## src/sv/thbf_pkg.sv

```systemverilog
`default_nettype none

package thbf_pkg;

  localparam int FUNC_W     = 2;
  localparam int HASH_W     = 64;
  localparam int SIZE_W     = 17;
  localparam int POS_W      = 16;
  localparam int ROW_W      = 8;
  localparam int COL_W      = POS_W - ROW_W;
  localparam int ROWS       = 1 << ROW_W;
  localparam int COLS       = 1 << COL_W;
  localparam int CNT_W      = $clog2(HASH_W);
  localparam int S_TDATA_W  = 2 * HASH_W;
  localparam int S_TUSER_W  = 8;
  localparam int M_TDATA_W  = 8;

  localparam logic [SIZE_W-1:0] SIZE_MAX   = SIZE_W'(1 << POS_W);
  localparam logic [SIZE_W-1:0] SIZE_RESET = SIZE_W'(1 << POS_W);

  localparam logic [FUNC_W-1:0] OP_CLEAR  = 2'd0;
  localparam logic [FUNC_W-1:0] OP_INSERT = 2'd1;
  localparam logic [FUNC_W-1:0] OP_QUERY  = 2'd2;

  typedef enum logic [1:0] {
    CMD_NONE   = 2'd0,
    CMD_CLEAR  = 2'd1,
    CMD_INSERT = 2'd2,
    CMD_QUERY  = 2'd3
  } cmd_kind_t;

  typedef struct packed {
    cmd_kind_t          kind;
    logic [POS_W-1:0]   pos_a;
    logic [POS_W-1:0]   pos_b;
  } cmd_t;

endpackage

`default_nettype wire

```

## src/sv/thbf_mod.sv

```systemverilog
`default_nettype none

module thbf_mod
  import thbf_pkg::*;
(
  input  wire logic              clk,
  input  wire logic              rst,
  input  wire logic              start,
  input  wire logic [HASH_W-1:0] dividend,
  input  wire logic [SIZE_W-1:0] divisor,
  output logic                   busy,
  output logic                   done,
  output logic [POS_W-1:0]       rem
);

  logic [HASH_W-1:0] dvd;
  logic [SIZE_W-1:0] dsr;
  logic [CNT_W-1:0]  cnt;
  logic [SIZE_W-1:0] shifted;
  logic [SIZE_W-1:0] diff;

  assign shifted = {rem, dvd[HASH_W-1]};
  assign diff    = shifted - dsr;

  always_ff @(posedge clk) begin
    if (rst) begin
      busy <= 1'b0;
      done <= 1'b0;
      cnt  <= '0;
    end else begin
      done <= busy && !start && (cnt == CNT_W'(HASH_W - 1));
      if (start) begin
        busy <= 1'b1;
        cnt  <= '0;
      end else if (busy) begin
        cnt <= cnt + CNT_W'(1);
        if (cnt == CNT_W'(HASH_W - 1)) begin
          busy <= 1'b0;
        end
      end
    end
  end

  always_ff @(posedge clk) begin
    if (start) begin
      dvd <= dividend;
      dsr <= divisor;
      rem <= '0;
    end else if (busy) begin
      dvd <= {dvd[HASH_W-2:0], 1'b0};
      if (shifted >= dsr) begin
        rem <= diff[POS_W-1:0];
      end else begin
        rem <= shifted[POS_W-1:0];
      end
    end
  end

`ifndef SYNTHESIS
  a_rem_below_divisor: assert property (@(posedge clk) disable iff (rst)
    done |-> ({1'b0, rem} < dsr))
    else $error("remainder not below divisor");

  a_done_ends_busy: assert property (@(posedge clk) disable iff (rst)
    done |-> !busy)
    else $error("done raised while still busy");
`endif

endmodule

`default_nettype wire

```

## src/sv/thbf_front.sv

```systemverilog
`default_nettype none

module thbf_front
  import thbf_pkg::*;
(
  input  wire logic                 clk,
  input  wire logic                 rst,
  input  wire logic                 in_valid,
  output logic                      in_ready,
  input  wire logic [FUNC_W-1:0]    in_func,
  input  wire logic [HASH_W-1:0]    in_hash_low,
  input  wire logic [HASH_W-1:0]    in_hash_high,
  input  wire logic [SIZE_W-1:0]    size_cfg,
  output logic                      push,
  output cmd_t                      push_cmd,
  input  wire logic                 queue_full
);

  typedef enum logic [2:0] {
    F_IDLE = 3'b001,
    F_DIV  = 3'b010,
    F_PUSH = 3'b100
  } front_state_t;

  front_state_t      state;
  cmd_kind_t         kind_in;
  cmd_kind_t         kind;
  logic [POS_W-1:0]  pos_a;
  logic [POS_W-1:0]  pos_b;
  logic [SIZE_W-1:0] size_used;
  logic              accept;
  logic              start;
  logic              busy_a, busy_b;
  logic              done_a, done_b;
  logic [POS_W-1:0]  rem_a, rem_b;

  assign size_used = (size_cfg > SIZE_MAX) ? SIZE_MAX : size_cfg;
  assign in_ready  = (state == F_IDLE);
  assign accept    = in_valid && in_ready;

  always_comb begin
    case (in_func)
      OP_CLEAR:  kind_in = CMD_CLEAR;
      OP_INSERT: kind_in = (size_used == '0) ? CMD_NONE : CMD_INSERT;
      OP_QUERY:  kind_in = (size_used == '0) ? CMD_NONE : CMD_QUERY;
      default:   kind_in = CMD_NONE;
    endcase
  end

  assign start = accept && (kind_in == CMD_INSERT || kind_in == CMD_QUERY);

  thbf_mod u_mod_a (
    .clk      (clk),
    .rst      (rst),
    .start    (start),
    .dividend (in_hash_low),
    .divisor  (size_used),
    .busy     (busy_a),
    .done     (done_a),
    .rem      (rem_a)
  );

  thbf_mod u_mod_b (
    .clk      (clk),
    .rst      (rst),
    .start    (start),
    .dividend (in_hash_high),
    .divisor  (size_used),
    .busy     (busy_b),
    .done     (done_b),
    .rem      (rem_b)
  );

  always_ff @(posedge clk) begin
    if (rst) begin
      state <= F_IDLE;
    end else begin
      case (state)
        F_IDLE: begin
          if (accept) begin
            state <= start ? F_DIV : F_PUSH;
          end
        end
        F_DIV: begin
          if (done_a && done_b) begin
            state <= F_PUSH;
          end
        end
        F_PUSH: begin
          if (!queue_full) begin
            state <= F_IDLE;
          end
        end
        default: state <= F_IDLE;
      endcase
    end
  end

  always_ff @(posedge clk) begin
    if (accept) begin
      kind  <= kind_in;
      pos_a <= '0;
      pos_b <= '0;
    end else if (state == F_DIV && done_a && done_b) begin
      pos_a <= rem_a;
      pos_b <= rem_b;
    end
  end

  assign push           = (state == F_PUSH) && !queue_full;
  assign push_cmd.kind  = kind;
  assign push_cmd.pos_a = pos_a;
  assign push_cmd.pos_b = pos_b;

`ifndef SYNTHESIS
  a_dividers_lockstep: assert property (@(posedge clk) disable iff (rst)
    busy_a == busy_b)
    else $error("hash dividers out of step");
`endif

endmodule

`default_nettype wire

```

## config.mk

```make
export PLATFORM = sky130hd
export DESIGN_NAME = thbf_front
export DESIGN_NICKNAME = d
export VERILOG_FILES = /design/src/sv/thbf_pkg.sv /design/src/sv/thbf_mod.sv /design/src/sv/thbf_front.sv
export SDC_FILE = /design/constraint.sdc
export NUM_CORES = 1
export LEC_CHECK = 0
export ABC_CLOCK_PERIOD_IN_PS = 8200
export BUFFER_PORTS_ARGS = -buffer_cell sky130_fd_sc_hd__buf_2
export CELL_PAD_IN_SITES_DETAIL_PLACEMENT = 2
export CELL_PAD_IN_SITES_GLOBAL_PLACEMENT = 2
export CORE_ASPECT_RATIO = 0.5
export CORE_MARGIN = 2
export CORE_UTILIZATION = 38
export CTS_BUF_LIST = sky130_fd_sc_hd__clkbuf_16
export DETAILED_ROUTE_END_ITERATION = 16
export PLACE_DENSITY = 0.92
export SLEW_MARGIN = 20
export SYNTH_ARGS = -nofsm -noshare
export SYNTH_HDL_FRONTEND = slang
export SYNTH_HIERARCHICAL = 1
export SYNTH_SLANG_ARGS = --single-unit
```

## constraint.sdc

```tcl
create_clock -name clk -period 8.2 [get_ports clk]
set_clock_uncertainty 0.05 [all_clocks]
set_input_delay 1.64 -clock clk [delete_from_list [all_inputs] [get_ports clk]]
set_output_delay 1.64 -clock clk [all_outputs]
set_load 0.01 [all_outputs]
```

==> results.json, run 1 <==
{
  "hold_viol": 0,
  "fmax_ghz": 0.224,
  "cp_max_fo": 82,
  "via_per_inst": 5.49,
  "critPathKind": "in -> reg",
  "cts-root-buf": "clkbuf_16",
  "die_w_um": 252,
  "postCtsHoldBufs": 0,
  "setup_viol": 0,
  "syn_inst": 983,
  "grt_pass1_vias": 9769,
  "route.vias.total": 8701,
  "grt_max_degree": 99,
  "drcViolationCount": 0,
  "hp-class": "reg -> reg",
  "cts_max_path_buffers": 3,
  "cp_top_family": "buffers and inverters",
  "p_seq_frac": 0.436,
  "timing.final.crit_share": 0.545,
  "synth_fa_ha_area_frac": 0.0420,
  "r2r_start": "state[2]$_SDFFE_PP0P_",
  "gp_congestion": 0.878,
  "slew_headroom": 0.285,
  "sw_frac_of_total": 0.331,
  "rr_endpoint": "u_mod_b/dvd[19]$_DFFE_PP_",
  "crit_path_top_delay_cell": "buf_4",
  "endpoint_kind": "flip-flop",
  "post-cts-setup-buffer-count": 0,
  "clkTransAtPathRegs_ns": 0.06,
  "crit_top_cell": "buf_4",
  "path_cells": "buf_2 -> nor4bb_4 -> buf_4 -> nor2b_1 -> nor2b_4 -> buf_4 -> mux2_2",
  "power_frac_comb": 0.274,
  "synth_fp_nets": 1172,
  "r2r_cells": 6,
  "ios": 187,
  "synth_seq_cells": 247,
  "cp-start-kind": "input port",
  "worstPathArrival_ns": 4.71,
  "synth_top_family_by_area": "multiplexers",
  "syn_avg_cell_area_sq_um": 11.9,
  "grt_pass1_wl_um": 58700,
  "rows": 45,
  "synth_area_sq_mm": 0.0117,
  "post-route-min-period_ns": 4.47,
  "grt_usage": 0.237,
  "yosysUniqueCellTypes": 51,
  "routed_wl_um": 39200,
  "cp_num_buf_inv": 3,
  "path_depth": 7,
  "nNetsFinal": 1344,
  "syn2layout_area_growth_pct": 17.9,
  "worst_slew_pin_slew_ns": 1.07,
  "ant_nets": 0,
  "leakagePower_nw": 5.55,
  "h-tree-depth": 1,
  "wl_per_cell_um": 24.7,
  "maxCapViolCount": 0,
  "synth-simple-area-share": 0.0978,
  "slowest_delay_ns": 0.89,
  "dpl.hpwl_um": 25900,
  "core_sq_mm": 0.0303,
  "yosys_warnings": 6,
  "cts_tree": "yes",
  "synth_edf_count": 164,
  "drt_iter0_drc": 583,
  "place_inst": 1526,
  "rrSetupSlack_ns": 4.47,
  "peakVddDrop_uv": 141,
  "overflow": 0,
  "start_util": 0.386,
  "muxShareOfSynthArea": 0.144,
  "fin_hold_ws_ns": 0.406,
  "worstSetupEndpoint": "u_mod_b/dvd[19]$_DFFE_PP_",
  "cp-startpoint": "in_valid",
  "outcome": "completed",
  "clockPowerShare": 0.290,
  "port_buffers": 186,
  "slew_viol_final": 0,
  "async_flop_share": 0,
  "intPower_mw": 2.56,
  "yosysSeqAreaShare": 0.564,
  "die_y_um": 128,
  "power_switching_mw": 1.27,
  "finalCoreUtilization": 0.455,
  "fillerInstances": 3062,
  "antenna_found_initial": 8,
  "numCtsBuffers": 26,
  "cts_resized": 0,
  "critical_path_required_ns": 8.44,
  "synth-main-ff-cell": "edfxtp_1",
  "cts_num_sinks": 247,
  "dieArea_sq_mm": 0.0322,
  "dr.pass1.iters": 5,
  "rsz0062_at_grt": "no",
  "synth-xor-area-share": 0.0292,
  "clk_latency_ns": 0.56,
  "power.density_mw_per_mm2": 278,
  "layout.cells.non_filler": 1584,
  "tns_ns": 0,
  "drive_gt1_frac": 0.326,
  "synth_compound_area_frac": 0.0902
}
==> routing by layer <==
layer / vias to the layer above / part of all wire / GRT usage
li1: 3902 / - / -
met1: 4430 / 0.40 / 0.271
met2: 242 / 0.53 / 0.443
met3: 127 / 0.031 / 0.0323
met4: 0 / 0.046 / 0.113
met5: - / 0 / 0
==> cell families (layout without fill, tap and decap cells) <==
family | Yosys count | count (layout)
XOR/XNOR | 39 | 39
buffers and inverters | 92 | 284
flip-flops | 247 | 247
other | 0 | 10
multiplexers | 152 | 152
adder cells (fa/ha/maj) | 38 | 38
AO/OA/AOI/OAI | 169 | 169
AND/OR/NAND/NOR | 246 | 246
==> sequential cells by signal, summed over array words and instances, names as in the netlist <==
register / count
u_mod_a/dvd: 64
u_mod_b/dvd: 64
u_mod_a/dsr: 17
u_mod_b/dsr: 17
pos_a: 16
pos_b: 16
u_mod_a/rem: 16
u_mod_b/rem: 16
u_mod_a/cnt: 6
u_mod_b/cnt: 6
state: 3
kind: 2
u_mod_a/busy: 1
u_mod_a/done: 1
u_mod_b/busy: 1
u_mod_b/done: 1
==> tightest hold or removal path, cell delays in order, from the launching register on <==
cell	delay (ns)
dfxtp_1	0.31
nand2_1	0.05
a21oi_1	0.05
==> power by group through the flow <==
stage          Combinational (mW)  Sequential, mW  Clock, mW
2_1_floorplan               0.729            1.63          0
3_3_place_gp                0.881            1.67          0
3_5_place_dp                0.981            1.69          0
4_1_cts                      1.03            1.67       1.14
5_1_grt                      1.13            1.69       1.19
6_report                     1.05            1.67       1.11
==> per-stage QoR <==
stage	setup WS (ns)	area [sq um]	total power, mW
2_1_floorplan	1.81	11700	2.36
3_3_place_gp	3.33	13000	2.55
3_5_place_dp	3.12	13000	2.67
4_1_cts	3.69	13700	3.84
5_1_grt	3.57	13800	4.00
6_report	3.73	13800	3.83
==> cell usage after synthesis, drive strengths merged, types with 3 or more instances <==
cell,n,share of area
nand4,11,0.0059
and3,4,0.0021
inv,41,0.013
nand3,6,0.0026
dfxtp,83,0.14
o21bai,5,0.0032
a21o,20,0.013
or3,3,0.0016
nand3b,4,0.0026
nand2b,5,0.0027
nor4,6,0.0054
nor3,6,0.0026
edfxtp,164,0.42
buf,19,0.0094
xnor2,21,0.016
o21ai,28,0.013
mux2,126,0.12
or2,5,0.0027
a22oi,4,0.0026
a211oi,15,0.0096
a31oi,6,0.0032
ha,36,0.039
mux2i,26,0.022
clkbuf,32,0.010
nor2,64,0.021
nand2,105,0.034
o31ai,6,0.0039
a21oi,74,0.034
nor2b,17,0.0091
xor2,18,0.013
and2,5,0.0027
==> cell usage in the layout, fill, tap and decap left out, types with 10 or more instances in the layout <==
cell type	count
o21ai_0	24
a21oi_1	68
diode_2	10
inv_1	42
nor2_1	63
buf_2	186
a21o_1	20
dfxtp_1	81
nand4_1	11
a211oi_1	15
xor2_1	18
edfxtp_1	164
clkbuf_16	27
xnor2_1	21
mux2i_1	26
nand2_1	105
mux2_2	126
ha_1	36
nor2b_1	16
==> how the worst min path moves through the flow <==
| stage | to | from | depth (start not counted) |
|---|---|---|---|
| CTS | pos_b[5]$_SDFFE_PP0P_ | pos_b[5]$_SDFFE_PP0P_ | 2 |
| finish | pos_b[13]$_SDFFE_PP0P_ | pos_b[13]$_SDFFE_PP0P_ | 2 |
| floorplan | pos_a[15]$_SDFFE_PP0P_ | u_mod_a/rem[15]$_SDFFE_PP0P_ | 2 |
| global placement | pos_b[1]$_SDFFE_PP0P_ | pos_b[1]$_SDFFE_PP0P_ | 2 |
| global route | pos_b[11]$_SDFFE_PP0P_ | pos_b[11]$_SDFFE_PP0P_ | 2 |
| detailed placement | pos_b[5]$_SDFFE_PP0P_ | pos_b[5]$_SDFFE_PP0P_ | 2 |
==> final cells by class <==
cell class / count / area (sq um) / area share
flip-flops and latches: 247 / 6590 / 0.478
multi-input cells: 644 / 4730 / 0.344
repair buffers: 195 / 1000 / 0.0728
clock buffers: 27 / 676 / 0.0491
well taps: 399 / 499 / 0.0362
inverters: 41 / 154 / 0.0112
clock inverters: 21 / 95.1 / 0.00690
diodes: 10 / 25.0 / 0.00182
(Power assumes the default switching activity.)
==> run 2: changes to the inputs <==
--- a/config.mk
+++ b/config.mk
@@ -5,7 +5,7 @@
 export SDC_FILE = /design/constraint.sdc
 export NUM_CORES = 1
 export LEC_CHECK = 0
-export ABC_CLOCK_PERIOD_IN_PS = 8200
+export ABC_CLOCK_PERIOD_IN_PS = 4400
 export BUFFER_PORTS_ARGS = -buffer_cell sky130_fd_sc_hd__buf_2
 export CELL_PAD_IN_SITES_DETAIL_PLACEMENT = 2
 export CELL_PAD_IN_SITES_GLOBAL_PLACEMENT = 2
==> constraint.sdc (replaced) <==
create_clock -name clk -period 4.4 [get_ports clk]
set_clock_uncertainty 0.05 [all_clocks]
set_input_delay 0.88 -clock clk [delete_from_list [all_inputs] [get_ports clk]]
set_output_delay 0.88 -clock clk [all_outputs]
set_load 0.01 [all_outputs]
==> run 2 against run 1 <==
Against the previous run:
- via count increased by 0.47%
- clock-buffer cell count down 3
- non-clock buffer count is 5 higher
- setup slack worse by 2.9 ns
- sequential power up 86%
- first-iteration DRC count fell by 9.6%
- global-route usage rose by 1.7 points
- cell count decreased by 0.25%
- critical path type unchanged
- largest cell class unchanged
- highest routed layer unchanged
==> results.json, run 2 (synthesis gave the netlist of run 1 again) <==
{
  "dr.pass1.iters": 4,
  "post-route-min-period_ns": 3.54,
  "cts_max_path_buffers": 3,
  "leakagePower_nw": 5.58,
  "worstHoldStart": "pos_a[5]$_SDFFE_PP0P_",
  "die_w_um": 252,
  "cp-start-kind": "input port",
  "maxCapViolCount": 0,
  "busiest_layer": "met2",
  "dp_slack_ns": 0.614,
  "rrSetupSlack_ns": 0.86,
  "overflow": 0,
  "dieArea_sq_mm": 0.0322,
  "post-cts-setup-buffer-count": 0,
  "hp-class": "reg -> reg",
  "final_cell_mix": "buf_2 (186), edfxtp_1 (164), mux2_2 (126)",
  "worst_slew_pin_slew_ns": 0.890,
  "clk_latency_ns": 0.56,
  "rr_endpoint": "u_mod_b/rem[13]$_SDFFE_PP0P_",
  "hold_viol": 0,
  "numCtsBuffers": 24,
  "drcViolationCount": 0,
  "seq_area_sq_mm": 0.00659,
  "fillerInstances": 3067,
  "use_met2": 0.488,
  "rows": 45,
  "critPathKind": "in -> reg",
  "crit_path_top_delay_cell": "buf_4",
  "drive_gt1_frac": 0.327,
  "outcome": "completed",
  "worstHoldEndpoint": "pos_a[5]$_SDFFE_PP0P_",
  "timing.final.crit_share": 0.805,
  "rsz0062_at_grt": "no",
  "cts_resized": 0,
  "tns_ns": 0,
  "gp_congestion": 0.813,
  "postCtsHoldBufs": 0,
  "final_common_cell": "buf_2",
  "cts_num_sinks": 247,
  "slew_viol_final": 0,
  "clkTransAtPathRegs_ns": 0.08,
  "cp_num_buf_inv": 3,
  "cp_max_fo": 48,
  "r2r_cells": 8,
  "nNetsFinal": 1347,
  "multi_input_area_sq_mm": 0.00473,
  "dpl.hpwl_um": 26000,
  "fmax_ghz": 0.282,
  "ant_nets": 0,
  "use_met1": 0.286,
  "use_met3": 0.0370,
  "grt_usage": 0.254,
  "cts-root-buf": "clkbuf_16",
  "wl_per_cell_um": 26.6,
  "ios": 187,
  "crit_top_cell": "buf_4",
  "worstHoldPathCells": 2,
  "r2r_start": "state[2]$_SDFFE_PP0P_",
  "via_per_inst": 5.53,
  "peakVddDrop_uv": 272,
  "grt_pass1_wl_um": 62100,
  "worstPathArrival_ns": 3.93,
  "slew_headroom": 0.407,
  "grt_pass1_vias": 9929,
  "fin_ws_ns": 0.858,
  "path_cells": "buf_2 -> nor4bb_4 -> nor2b_1 -> nor2b_4 -> buf_4 -> buf_4 -> nor2_1 -> a22oi_1 -> o31ai_1",
  "route.vias.total": 8742,
  "routed_wl_um": 42000,
  "cts_tree": "yes",
  "slowest_delay_ns": 0.65,
  "antenna_found_initial": 3,
  "critical_path_required_ns": 4.79,
  "setup_viol": 0,
  "reg.largest.list": "u_mod_a/dvd (64), u_mod_b/dvd (64)",
  "core_sq_mm": 0.0303,
  "grt_max_degree": 91,
  "syn2layout_area_growth_pct": 18.7,
  "start_util": 0.386,
  "die_y_um": 128,
  "drt_iter0_drc": 527,
  "h-tree-depth": 1,
  "port_buffers": 186,
  "power.density_mw_per_mm2": 537,
  "endpoint_kind": "flip-flop",
  "cp_top_family": "buffers and inverters"
}
[run 2: cell type report]
type / instances / share of cell area
flip-flops and latches: 247 / 0.475
clock inverters: 20 / 0.0170
multi-input cells: 644 / 0.341
clock buffers: 24 / 0.0433
inverters: 41 / 0.0116
well taps: 399 / 0.0360
repair buffers: 200 / 0.0750
diodes: 5 / 0.000902
[run 2: worst reg2reg max path, cell delays in order (launching register included)]
cell	delay, ns
dfxtp_1	0.42
nor4bb_4	0.40
nor2b_1	0.39
nor2b_4	0.42
buf_4	0.57
buf_4	0.70
nor2_1	0.17
a22oi_1	0.22
o31ai_1	0.11
[run 2: how the worst max path moves through the flow]
stage	cells after the start	slack, ns	from	to
floorplan	8	0.003	in_valid	u_mod_a/dvd[0]$_SDFFCE_PN0P_
global placement	9	0.91	in_valid	u_mod_b/rem[14]$_SDFFE_PP0P_
detailed placement	9	0.61	in_valid	u_mod_b/rem[13]$_SDFFE_PP0P_
CTS	8	1.01	state[2]$_SDFFE_PP0P_	u_mod_b/rem[13]$_SDFFE_PP0P_
global route	8	0.72	state[2]$_SDFFE_PP0P_	u_mod_b/rem[13]$_SDFFE_PP0P_
finish	9	0.86	in_valid	u_mod_b/rem[13]$_SDFFE_PP0P_
[run 2: metal layers]
layer,part of all wire,up-vias
met5,0,-
met4,0.036,0
met3,0.031,101
met2,0.54,247
met1,0.40,4502
li1,-,3892
[run 2: stage by stage]
| stage | instances | util | area (sq um) | hold slack [ns] | power [mW] |
|---|---|---|---|---|---|
| finish | 1580 | 0.458 | 13900 | 0.403 | 7.45 |
| global placement | 1531 | 0.430 | 13000 | 0.388 | 4.78 |
| global route | 1580 | 0.458 | 13900 | 0.436 | 7.73 |
| floorplan | 983 | - | 11700 | 0.399 | 4.39 |
| CTS | 1575 | 0.457 | 13900 | 0.405 | 7.43 |
| detailed placement | 1531 | 0.430 | 13000 | 0.396 | 4.98 |
[run 2: power by group]
| group | total, mW | switching, mW | leakage [nW] | internal (mW) |
|---|---|---|---|---|
| logic | 2.03 | 1.23 | 2.93 | 0.805 |
| clock network | 2.31 | 1.01 | 0.424 | 1.30 |
| registers | 3.11 | 0.236 | 2.23 | 2.87 |
| total | 7.45 | 2.48 | 5.58 | 4.97 |
