**src/sv/thbf_pkg.sv**
```systemverilog
`default_nettype none

package thbf_pkg;

  localparam int FUNC_W     = 2;
  localparam int HASH_W     = 64;
  localparam int SIZE_W     = 17;
  localparam int POS_W      = 16;
  localparam int ROW_W      = 8;
  localparam int COL_W      = POS_W - ROW_W;
  localparam int ROWS       = 1 << ROW_W;
  localparam int COLS       = 1 << COL_W;
  localparam int CNT_W      = $clog2(HASH_W);
  localparam int S_TDATA_W  = 2 * HASH_W;
  localparam int S_TUSER_W  = 8;
  localparam int M_TDATA_W  = 8;

  localparam logic [SIZE_W-1:0] SIZE_MAX   = SIZE_W'(1 << POS_W);
  localparam logic [SIZE_W-1:0] SIZE_RESET = SIZE_W'(1 << POS_W);

  localparam logic [FUNC_W-1:0] OP_CLEAR  = 2'd0;
  localparam logic [FUNC_W-1:0] OP_INSERT = 2'd1;
  localparam logic [FUNC_W-1:0] OP_QUERY  = 2'd2;

  typedef enum logic [1:0] {
    CMD_NONE   = 2'd0,
    CMD_CLEAR  = 2'd1,
    CMD_INSERT = 2'd2,
    CMD_QUERY  = 2'd3
  } cmd_kind_t;

  typedef struct packed {
    cmd_kind_t          kind;
    logic [POS_W-1:0]   pos_a;
    logic [POS_W-1:0]   pos_b;
  } cmd_t;

endpackage

`default_nettype wire

```
**src/sv/thbf_fifo.sv**
```systemverilog
`default_nettype none

module thbf_fifo
  import thbf_pkg::*;
(
  input  wire logic clk,
  input  wire logic rst,
  input  wire logic wr,
  input  wire cmd_t wr_data,
  output logic      full,
  input  wire logic rd,
  output cmd_t      rd_data,
  output logic      empty
);

  cmd_t       slot [2];
  logic       wr_ptr;
  logic       rd_ptr;
  logic [1:0] count;

  assign full    = (count == 2'd2);
  assign empty   = (count == 2'd0);
  assign rd_data = slot[rd_ptr];

  always_ff @(posedge clk) begin
    if (rst) begin
      wr_ptr <= 1'b0;
      rd_ptr <= 1'b0;
      count  <= 2'd0;
    end else begin
      if (wr) begin
        wr_ptr <= ~wr_ptr;
      end
      if (rd) begin
        rd_ptr <= ~rd_ptr;
      end
      case ({wr, rd})
        2'b10:   count <= count + 2'd1;
        2'b01:   count <= count - 2'd1;
        default: count <= count;
      endcase
    end
  end

  always_ff @(posedge clk) begin
    if (wr) begin
      slot[wr_ptr] <= wr_data;
    end
  end

`ifndef SYNTHESIS
  a_no_overflow: assert property (@(posedge clk) disable iff (rst)
    !(wr && full && !rd) && !(rd && empty))
    else $error("queue overflow or underflow");
`endif

endmodule

`default_nettype wire

```
**config.mk**
```make
export PLATFORM = sky130hd
export DESIGN_NAME = thbf_fifo
export DESIGN_NICKNAME = d
export VERILOG_FILES = /design/src/sv/thbf_pkg.sv /design/src/sv/thbf_fifo.sv
export SDC_FILE = /design/constraint.sdc
export NUM_CORES = 1
export LEC_CHECK = 0
export BUFFER_PORTS_ARGS = -buffer_cell sky130_fd_sc_hd__buf_2
export CAP_MARGIN = 20
export CORE_MARGIN = 4
export CORE_UTILIZATION = 40
export DETAILED_ROUTE_END_ITERATION = 10
export PLACE_DENSITY = 0.65
export SYNTH_ARGS = -nofsm -noshare
export SYNTH_HDL_FRONTEND = slang
export SYNTH_SLANG_ARGS = --single-unit
```
**constraint.sdc**
```tcl
create_clock -name clk -period 2.55 [get_ports clk]
set_clock_uncertainty 0.05 [all_clocks]
set_input_delay 0.51 -clock clk [delete_from_list [all_inputs] [get_ports clk]]
set_output_delay 0.51 -clock clk [all_outputs]
set_load 0.02 [all_outputs]
```
==> reports/metrics.csv, run 1 <==
metric,value,unit
worst-endpoint-arrival,1460,ps
core_area,6390,µm²
synth_top_area_share,77.1,%
placedCellCount,278,
antenna_cells,0,
power_density,761,nW/µm²
proportion_of_synthesized_area_in_mux_cells,14.4,%
fillCellCount,545,
vdd.ir_drop.worst,346,µV
post_cts_resized,0,
synth_top_family_by_area,multiplexers,
cts_tree,done,
number_of_optimization_iterations_in_the_first_detailed_route_pass,2,
placementRows,29,
instances_no_fill,294,
top_layer_used,met4,
outcome,completed,
drv_slew,0,
adder_and_majority_cell_fraction_of_the_synthesized_area,0.472,%
setup.reg_to_reg.worst_slack,1170,ps
synthCells,128,
global_route_wire_length_before_repair,7.02,mm
final-hold-violation-count,0,
antenna_violating_nets_post_route,0,
total_standard_cell_area_after_synthesis,2650,µm²
multiInputGateArea,492,µm²
timing.final.crit_period,2020,ps
yosysSeqAreaShare,80.8,%
wl,4.71,mm
achievable_frequency,494,MHz
wl_met3,183,µm
worst_hold_path_type,input pin to register,
grt_util_all_layers,12.2,%
post_cts.repair.setup_buffers,0,
syn-num-nets,167,
synthDominantAreaCellType,sky130_fd_sc_hd__edfxtp_1,
cts.hold.buffers_added,0,
drv.max_cap_violation_count,0,
layout_worst_path_cycle_share,79.4,%
die-height,89.4,µm
port_buffers,73,
yosys.area_share.xor_xnor,1.32,%
htreeDepth,3,
layout.area.seq,2140,µm²
starting_density_of_the_core,41.5,%
final_util,51.8,%
reg2regPathDepth,2,
tightest_slew,468,ps
cts.reportedPaths.clkPinSlew,70,ps
synth_compound_gate_area_share,0.378,%
drcViolationCount,0,
detailedPlacementHpwl,3.20,mm
die-area,7990,µm²
power.static_leakage,1.26,nW
count_of_yosys_warnings_during_synthesis,0,
hold_path_depth,1,
timing.rr.start,wr_ptr,
rsz_0062_raised_after_global_routing,no,
max_slew_margin,68.8,%
number_of_global_route_vias_before_repair,1473,
drive_gt1_share,58.5,%
whs_endpoint,slot[0][33],
route.vias.total,1390,
routed_via_density,4.73,
clock_latency,320,ps
clockBufferDepth,2,
worst_ep_required_time,1990,ps
setup_viol_count_final,0,
root_buffer,sky130_fd_sc_hd__clkbuf_8,
crit_type,register to output port,
critical_path.startpoint_type,register,
gpl.final_weighted_congestion,0.667,
post_synth_num_cell_types,14,
dieWidth,89.4,µm
top_level_port_count,74,
initial_antenna_violation_count,0,
worstPathMaxFanout,18,
drt_iter0_drc,62,
grt_start_max_net_pins,35,
met2RoutedLength,2.58,mm
ff_latch_count_synth,73,
setup.worst_path.end_class,output port,
nets,251,
cts-buffers-inserted,9,
clock-sinks,73,
fin_tns_setup,0,ps
routedLengthMet1,1.86,mm
area_growth,24.8,%
syn_avg_cell_area,20.7,µm²
timing.hold.worst.start,wr_data[33],
yosys.area_share.simple,1.65,%
synth_top_cells_by_area,"sky130_fd_sc_hd__edfxtp_1 77%, sky130_fd_sc_hd__mux2_2 14%, sky130_fd_sc_hd__dfxtp_1 3.8%",
overflow,0,
wl_per_cell,16.0,µm
timing.rr.end,slot[1][8],
-- synth_stat cells --
master	instances
sky130_fd_sc_hd__nor2_1	6
sky130_fd_sc_hd__a21oi_1	1
sky130_fd_sc_hd__o21ai_0	1
sky130_fd_sc_hd__xor2_1	1
sky130_fd_sc_hd__dfxtp_1	5
sky130_fd_sc_hd__and2_1	1
sky130_fd_sc_hd__and2b_2	1
sky130_fd_sc_hd__ha_1	1
sky130_fd_sc_hd__edfxtp_1	68
sky130_fd_sc_hd__buf_2	4
sky130_fd_sc_hd__xnor2_1	3
sky130_fd_sc_hd__inv_1	1
sky130_fd_sc_hd__mux2_2	34
sky130_fd_sc_hd__or3_1	1
-- placed cells by master (no fill, tap or decap) --
master	n
sky130_fd_sc_hd__buf_2	73
sky130_fd_sc_hd__edfxtp_1	68
sky130_fd_sc_hd__mux2_2	34
sky130_fd_sc_hd__clkbuf_8	10
sky130_fd_sc_hd__nor2_1	5
sky130_fd_sc_hd__dfxtp_1	5
sky130_fd_sc_hd__clkinv_2	4
sky130_fd_sc_hd__xnor2_1	3
sky130_fd_sc_hd__buf_4	3
sky130_fd_sc_hd__clkbuf_1	2
sky130_fd_sc_hd__and2_1	1
sky130_fd_sc_hd__inv_1	1
sky130_fd_sc_hd__and2b_2	1
sky130_fd_sc_hd__nor2_4	1
sky130_fd_sc_hd__xor2_1	1
sky130_fd_sc_hd__o21ai_0	1
sky130_fd_sc_hd__or3_1	1
sky130_fd_sc_hd__a21oi_1	1
sky130_fd_sc_hd__ha_1	1
sky130_fd_sc_hd__buf_12	1
-- metal layers --
layer	GRT usage, %	vias to the layer above
met5	0	-
met4	6.90	0
met3	2.95	8
met2	21.4	32
met1	13.6	686
li1	-	664
-- layout make-up --
cell class | count | share of cell area (%)
multi-input combinational | 50 | 14.9
tap | 77 | 2.91
inverter | 1 | 0.114
sequential | 73 | 64.8
timing repair buffer | 77 | 12.3
clock inverter | 4 | 0.605
clock buffer | 12 | 4.39
-- power breakdown --
group	total [mW]	switching (mW)	internal [mW]	leakage, nW
logic	0.350	0.204	0.146	0.487
clock network	0.751	0.377	0.374	0.0899
registers	1.42	0.0222	1.39	0.680
total	2.52	0.603	1.91	1.26
-- worst max path at each step --
stage | cells past startpoint | end | slack (ps)
2_1_floorplan | 2 | slot[0][0] | 80
3_3_place_gp | 3 | rd_data[19] | 880
3_5_place_dp | 3 | rd_data[24] | 840
4_1_cts | 3 | rd_data[19] | 490
5_1_grt | 3 | rd_data[24] | 450
6_report | 3 | rd_data[19] | 530
-- logic make-up (layout without fill, tap and decap cells) --
logic type | after synthesis | after routing
compound gates | 2 | 2
simple gates | 9 | 9
buf+inv | 5 | 94
xor+xnor | 4 | 4
fa+ha+maj | 1 | 1
flops | 73 | 73
mux | 34 | 34
-- registers in the layout, indices dropped and copies added (netlist names), named ones only --
name    count
count       2
rd_ptr      1
slot       68
wr_ptr      1
-- stage by stage --
stage / hold slack [ps] / setup WS, ps / power, mW / instance area (µm²)
floorplan: 411 / 75.7 / 1.66 / 2650
global placement: 441 / 877 / 1.79 / 3140
detailed placement: 459 / 844 / 1.80 / 3140
CTS: 297 / 492 / 2.56 / 3310
global route: 296 / 450 / 2.64 / 3310
finish: 320 / 526 / 2.52 / 3310
-- worst max-delay path: stages, from the launching register on --
cell                      delay [ps]
sky130_fd_sc_hd__dfxtp_1         330
sky130_fd_sc_hd__buf_4           270
sky130_fd_sc_hd__mux2_2          380
sky130_fd_sc_hd__buf_2           160
Power figures use the tool's default switching activity.
==> run 2: changes to the inputs <==
--- a/config.mk
+++ b/config.mk
@@ -5,12 +5,13 @@
 export SDC_FILE = /design/constraint.sdc
 export NUM_CORES = 1
 export LEC_CHECK = 0
+export ABC_AREA = 1
 export BUFFER_PORTS_ARGS = -buffer_cell sky130_fd_sc_hd__buf_2
 export CAP_MARGIN = 20
 export CORE_MARGIN = 4
 export CORE_UTILIZATION = 40
 export DETAILED_ROUTE_END_ITERATION = 10
-export PLACE_DENSITY = 0.65
+export PLACE_DENSITY = 0.62
 export SYNTH_ARGS = -nofsm -noshare
 export SYNTH_HDL_FRONTEND = slang
 export SYNTH_SLANG_ARGS = --single-unit
==> constraint.sdc (replaced) <==
create_clock -name clk -period 2.06 [get_ports clk]
set_clock_uncertainty 0.05 [all_clocks]
set_input_delay 0.412 -clock clk [delete_from_list [all_inputs] [get_ports clk]]
set_output_delay 0.412 -clock clk [all_outputs]
set_load 0.02 [all_outputs]
==> run 2 against run 1 <==
Register-to-register slack worse by 270 ps. Power up 27%. Worst setup slack worse by 410 ps. Global-route usage down 1.1 points. Area after synthesis up 6.9%. Critical path depth unchanged. Clock-buffer cell count unchanged. Largest power group unchanged. Cell count up 9.9%. Combinational power up 29%. Sequential power up 23%. Largest cell class unchanged.
==> reports/metrics.csv, run 2 <==
metric,value,unit,change
outcome,completed,,
layout_worst_path_cycle_share,94.1,%,
reg2regPathDepth,3,,+1
yosysSeqAreaShare,75.6,%,-5.2 points
drv_slew,0,,unchanged
syn_avg_cell_area,20.4,µm²,-1.5%
worstPathMaxFanout,34,,+16
layout_commonest_cell,sky130_fd_sc_hd__buf_2,,
wl,4.49,mm,-4.6%
routed_via_density,4.38,,-7.4%
crit_type,register to output port,,
synthDominantAreaCellType,sky130_fd_sc_hd__edfxtp_1,,
achievable_frequency,516,MHz,
vdd.ir_drop.worst,390,µV,+13%
number_of_global_route_vias_before_repair,1449,,-1.6%
asyncSetResetFlopFracSynth,0,%,unchanged
overflow,0,,unchanged
power.static_leakage,1.41,nW,+12%
core_area,6830,µm²,+7.0%
post-route-cell-area,3500,µm²,+5.7%
total_power,3.20,mW,+27%
global_route_wire_length_before_repair,7.09,mm,+0.98%
synthCells,139,,+8.6%
post_synth_num_cell_types,15,,+1
clock_latency,330,ps,about the same
antenna_violating_nets_post_route,0,,unchanged
power_density,916,nW/µm²,+20%
ff_latch_count_synth,73,,unchanged
critical_path.startpoint_type,register,,
mostFrequentLayoutCells,"73 x sky130_fd_sc_hd__buf_2, 68 x sky130_fd_sc_hd__edfxtp_1, 30 x sky130_fd_sc_hd__mux2_4",,
ys_dominant_reg_cell,sky130_fd_sc_hd__edfxtp_1,,
cts-buffers-inserted,9,,unchanged
grt_util_all_layers,11.2,%,-1.1 points
total_standard_cell_area_after_synthesis,2830,µm²,+6.9%
timing.final.crit_period,1940,ps,
drv.max_cap_violation_count,0,,unchanged
wl_per_cell,13.9,µm,-13%
worstSetupEndpoint,rd_data[33],,
initial_antenna_violation_count,0,,unchanged
biggestRegsByFlops,"slot (68), count (2)",,
drt_iter0_drc,73,,+18%
placement.cell_area,3320,µm²,+5.6%
setup.reg_to_reg.worst_slack,900,ps,-270 ps
die-height,92.2,µm,+3.1%
drive_gt1_share,54.6,%,-3.9 points
grt_start_max_net_pins,35,,unchanged
gpl.final_weighted_congestion,0.667,,about the same
count_of_yosys_warnings_during_synthesis,0,,unchanged
worst_ep_required_time,1600,ps,-390 ps
route.vias.total,1414,,+1.7%
fin_tns_setup,0,ps,unchanged
setup_viol_count_final,0,,unchanged
rsz_0062_raised_after_global_routing,no,,
regMostFlops,slot,,
final_util,51.2,%,-0.61 points
htreeDepth,3,,unchanged
worst_hold_path_type,input pin to register,,
nets,261,,+4.0%
cts_tree,done,,
clock-sinks,73,,unchanged
flip_flop_count_of_the_largest_register_after_layout,68,,unchanged
top_level_port_count,74,,unchanged
drcViolationCount,0,,unchanged
synth_top_area_share,72.1,%,-5.0 points
port_buffers,73,,unchanged
max_slew_margin,81.9,%,+13 points
placementRows,30,,+3.4%
starting_density_of_the_core,41.5,%,about the same
setup.worst_path.end_class,output port,,
post_cts_resized,0,,unchanged
dieWidth,92.2,µm,+3.1%
post_cts.repair.setup_buffers,0,,unchanged
antenna_cells,0,,unchanged
clockBufferDepth,2,,unchanged
final-hold-violation-count,0,,unchanged
cts.hold.buffers_added,0,,unchanged
area_growth,23.4,%,
yosys.cell_count.top_type,sky130_fd_sc_hd__edfxtp_1,,
timing.hold.worst.start,wr_data[2],,
worst-endpoint-arrival,1480,ps,+20 ps
cts.reportedPaths.clkPinSlew,70,ps,about the same
yosys-top-cells-count,"68 x sky130_fd_sc_hd__edfxtp_1, 30 x sky130_fd_sc_hd__mux2_4, 10 x sky130_fd_sc_hd__nor2_1",,
synth-edff-count,68,,unchanged
tightest_slew,271,ps,-197 ps
number_of_optimization_iterations_in_the_first_detailed_route_pass,3,,+1
die-area,8500,µm²,+6.3%
syn-num-nets,178,,+6.6%
detailedPlacementHpwl,3.00,mm,-6.2%
synth_top_cells_by_area,"sky130_fd_sc_hd__edfxtp_1 72%, sky130_fd_sc_hd__mux2_4 16%, sky130_fd_sc_hd__dfxtp_1 3.5%",,
fin_hold_ws,216,ps,-104 ps
timing.rr.end,slot[1][11],,
root_buffer,sky130_fd_sc_hd__clkbuf_8,,
timing.rr.start,wr_ptr,,
-- run 2: cell types whose count changed in the layout (fill, tap and decap cells not counted), sizes merged, moves of 2 or more --
cell and delta:
inv +6, nand2 +5, nor2 +4, xnor2 -2
-- run 2: power breakdown --
part,internal (mW),leakage (nW),switching [mW]
registers,1.71,0.680,0.0242
clock network,0.553,0.0918,0.461
logic,0.209,0.635,0.244
-- run 2: worst min-delay path by stage --
| stage | depth (start not counted) | end |
|---|---|---|
| 2_1_floorplan | 2 | register |
| 3_3_place_gp | 2 | rd_ptr |
| 3_5_place_dp | 2 | count[1] |
| 4_1_cts | 1 | slot[0][2] |
| 5_1_grt | 1 | slot[1][4] |
| 6_report | 1 | slot[0][2] |
-- run 2: critical path, cell delays in order, from the launching register on --
cell	delay (ps)
sky130_fd_sc_hd__dfxtp_2	340
sky130_fd_sc_hd__buf_12	240
sky130_fd_sc_hd__mux2_2	370
sky130_fd_sc_hd__buf_2	160
-- run 2: per-layer routing --
layer	wire (µm)	GRT usage (%)	part of all wire [%]	up-vias
met3	337	5.09	7.5	5
met1	1870	12.6	42	681
li1	-	-	-	685
met4	47	4.83	1.0	0
met5	0	0	0	-
met2	2240	18.2	50	43
-- run 2: metrics by stage --
step | cells | worst slack, ps
floorplan | 139 | 264
global placement | 307 | 486
detailed placement | 307 | 482
CTS | 323 | 94.5
global route | 323 | 67.9
finish | 323 | 121
-- run 2: cells by family (layout without fill, tap and decap cells) --
group	Yosys count	after routing	share of synthesized area, %
AOI/OAI and AO/OA	2	2	0.353
DFF	73	73	75.6
buffers and inverters	11	99	3.44
xor gates and xnor gates	1	1	0.309
and+or+nand+nor	17	17	2.38
muxes	34	34	17.5
adders and majority gates	1	1	0.441
-- run 2: cell type report --
cell class	count	area, µm²
inverter	7	26.3
clock buffer	12	135
clock inverter	4	43.8
timing repair buffer	76	425
sequential	73	2140
multi-input combinational	55	602
fill	597	3340
tap	96	120
==> run 3: changes to the inputs <==
--- a/config.mk
+++ b/config.mk
@@ -8,7 +8,8 @@
 export ABC_AREA = 1
 export BUFFER_PORTS_ARGS = -buffer_cell sky130_fd_sc_hd__buf_2
 export CAP_MARGIN = 20
-export CORE_MARGIN = 4
+export CORE_ASPECT_RATIO = 0.9
+export CORE_MARGIN = 2
 export CORE_UTILIZATION = 40
 export DETAILED_ROUTE_END_ITERATION = 10
 export PLACE_DENSITY = 0.62
==> run 3 against run 2 <==
Cell count fell by 0.93%. Flip-flop and latch count did not move. Critical endpoint is now rd_data[31]. Sequential power barely moved. Largest power group unchanged. Die area fell by 8.5%. Via count fell by 0.57%. Largest cell class unchanged.
==> reports/metrics.csv, run 3 (synthesis results as in run 2) <==
metric,value,unit,change
antenna_violating_nets_post_route,0,,unchanged
mostFrequentLayoutCells,"73 x sky130_fd_sc_hd__buf_2, 68 x sky130_fd_sc_hd__edfxtp_1, 30 x sky130_fd_sc_hd__mux2_4",,
cts-buffers-inserted,9,,unchanged
critical_path.top_delay_family,buffers and inverters,,
place_worst_setup_slack,472,ps,-9.47 ps
detailedPlacementHpwl,2.91,mm,-3.1%
antenna_cells,0,,unchanged
initial_antenna_violation_count,0,,unchanged
root_buffer,sky130_fd_sc_hd__clkbuf_8,,
core_area,6970,µm²,+2.0%
post_cts_resized,0,,unchanged
critical_path.startpoint_type,register,,
routed_via_density,4.39,,+0.37%
worstPathMaxFanout,34,,unchanged
worst_ep_required_time,1600,ps,about the same
die-height,83.9,µm,-9.0%
regMostFlops,slot,,
die-area,7780,µm²,-8.5%
post_cts.repair.setup_buffers,0,,unchanged
layout_commonest_cell,sky130_fd_sc_hd__buf_2,,
top_level_port_count,74,,unchanged
route.vias.total,1406,,-0.57%
post-route-cell-area,3500,µm²,about the same
drive_gt1_share,55.5,%,+0.88 points
critPathBufInv,2,,unchanged
wl,4.45,mm,-0.96%
nets,261,,unchanged
clockBufferDepth,2,,unchanged
global_route_wire_length_before_repair,6.69,mm,-5.6%
placement.cell_area,3310,µm²,-0.11%
drv_slew,0,,unchanged
overflow,0,,unchanged
starting_density_of_the_core,40.7,%,-0.80 points
rsz_0062_raised_after_global_routing,no,,
drv.max_cap_violation_count,0,,unchanged
htreeDepth,3,,unchanged
max_slew_margin,82.9,%,+0.91 points
worst_hold_path_type,input pin to register,,
instances_no_fill,320,,-0.93%
power_density,919,nW/µm²,+0.32%
crit_type,register to output port,,
fin_tns_setup,0,ps,unchanged
total_power,3.22,mW,+0.39%
power.static_leakage,1.41,nW,+0.43%
grt_util_all_layers,11.8,%,+0.60 points
timing.final.crit_period,1930,ps,-9.72 ps
setup_viol_count_final,0,,unchanged
crit_path_cell_trace,"buf_12, mux2_2, buf_2",,
clock_latency,330,ps,about the same
biggestRegsByFlops,"slot (68), count (2)",,
cp_slowest_stage_delay,370,ps,about the same
vdd.ir_drop.worst,330,µV,-15%
placementRows,29,,-3.3%
worst-endpoint-arrival,1470,ps,about the same
wl_per_cell,13.9,µm,about the same
cts.reportedPaths.clkPinSlew,70,ps,about the same
number_of_global_route_vias_before_repair,1417,,-2.2%
placedCellCount,304,,-0.98%
cts.hold.buffers_added,0,,unchanged
slack_of_the_critical_path,130,ps,+9.72 ps
number_of_optimization_iterations_in_the_first_detailed_route_pass,4,,+1
flip_flop_count_of_the_largest_register_after_layout,68,,unchanged
layout_worst_path_cycle_share,93.7,%,-0.47 points
port_buffers,73,,unchanged
achievable_frequency,518,MHz,+0.50%
clock-sinks,73,,unchanged
area_growth,23.4,%,about the same
final-hold-violation-count,0,,unchanged
grt_start_max_net_pins,35,,unchanged
tightest_slew,257,ps,-13.6 ps
drt_iter0_drc,52,,-29%
max_stage_delay_cell_worst_path,sky130_fd_sc_hd__mux2_2,,
outcome,completed,,
drcViolationCount,0,,unchanged
gpl.final_weighted_congestion,0.645,,-3.4%
cts_tree,done,,
dieWidth,92.7,µm,+0.60%
setup.worst_path.end_class,output port,,
==> run 3: metal layers <==
metal	vias to the layer above	wire, µm	global-route usage (%)
met5	-	0	0
met4	0	92	6.95
met3	6	298	4.16
met2	43	2290	19.6
met1	671	1770	12.9
li1	686	-	-
==> run 3: worst register-to-register path, stage by stage (launching register included) <==
cell and delay, ps:
sky130_fd_sc_hd__dfxtp_1 390, sky130_fd_sc_hd__nand2_1 70, sky130_fd_sc_hd__inv_1 110, sky130_fd_sc_hd__buf_12 230
==> run 3: path summary, 6_finish.rpt <==
kind,start,endpoint,slack (ps),cells after the start
setup / recovery,register,rd_data[31],130,3
setup reg to reg,wr_ptr,slot[1][14],900,3
hold / removal,wr_data[9],slot[1][9],210,1
hold reg to reg,rd_ptr,rd_ptr,460,2
==> run 3: layout make-up <==
| cell class | instances | area [µm²] |
|---|---|---|
| Inverter | 7 | 26.3 |
| Timing Repair Buffer | 76 | 425 |
| Clock buffer | 9 | 124 |
| Tap cell | 93 | 116 |
| Sequential cell | 73 | 2140 |
| Clock inverter | 7 | 61.3 |
| Multi-Input combinational cell | 55 | 602 |
| Fill cell | 630 | 3470 |
==> run 3: power by group <==
| group | leakage, nW | switching, mW | internal [mW] | total [mW] |
|---|---|---|---|---|
| Combinational | 0.635 | 0.241 | 0.209 | 0.450 |
| Clock | 0.0978 | 0.483 | 0.546 | 1.03 |
| Sequential | 0.680 | 0.0251 | 1.71 | 1.74 |
==> run 3: per-stage QoR <==
stage          utilization (%)  hold WS (ps)
2_1_floorplan                -           430
3_3_place_gp              47.6           445
3_5_place_dp              47.6           452
4_1_cts                   50.2           189
5_1_grt                   50.2           194
6_report                  50.2           208
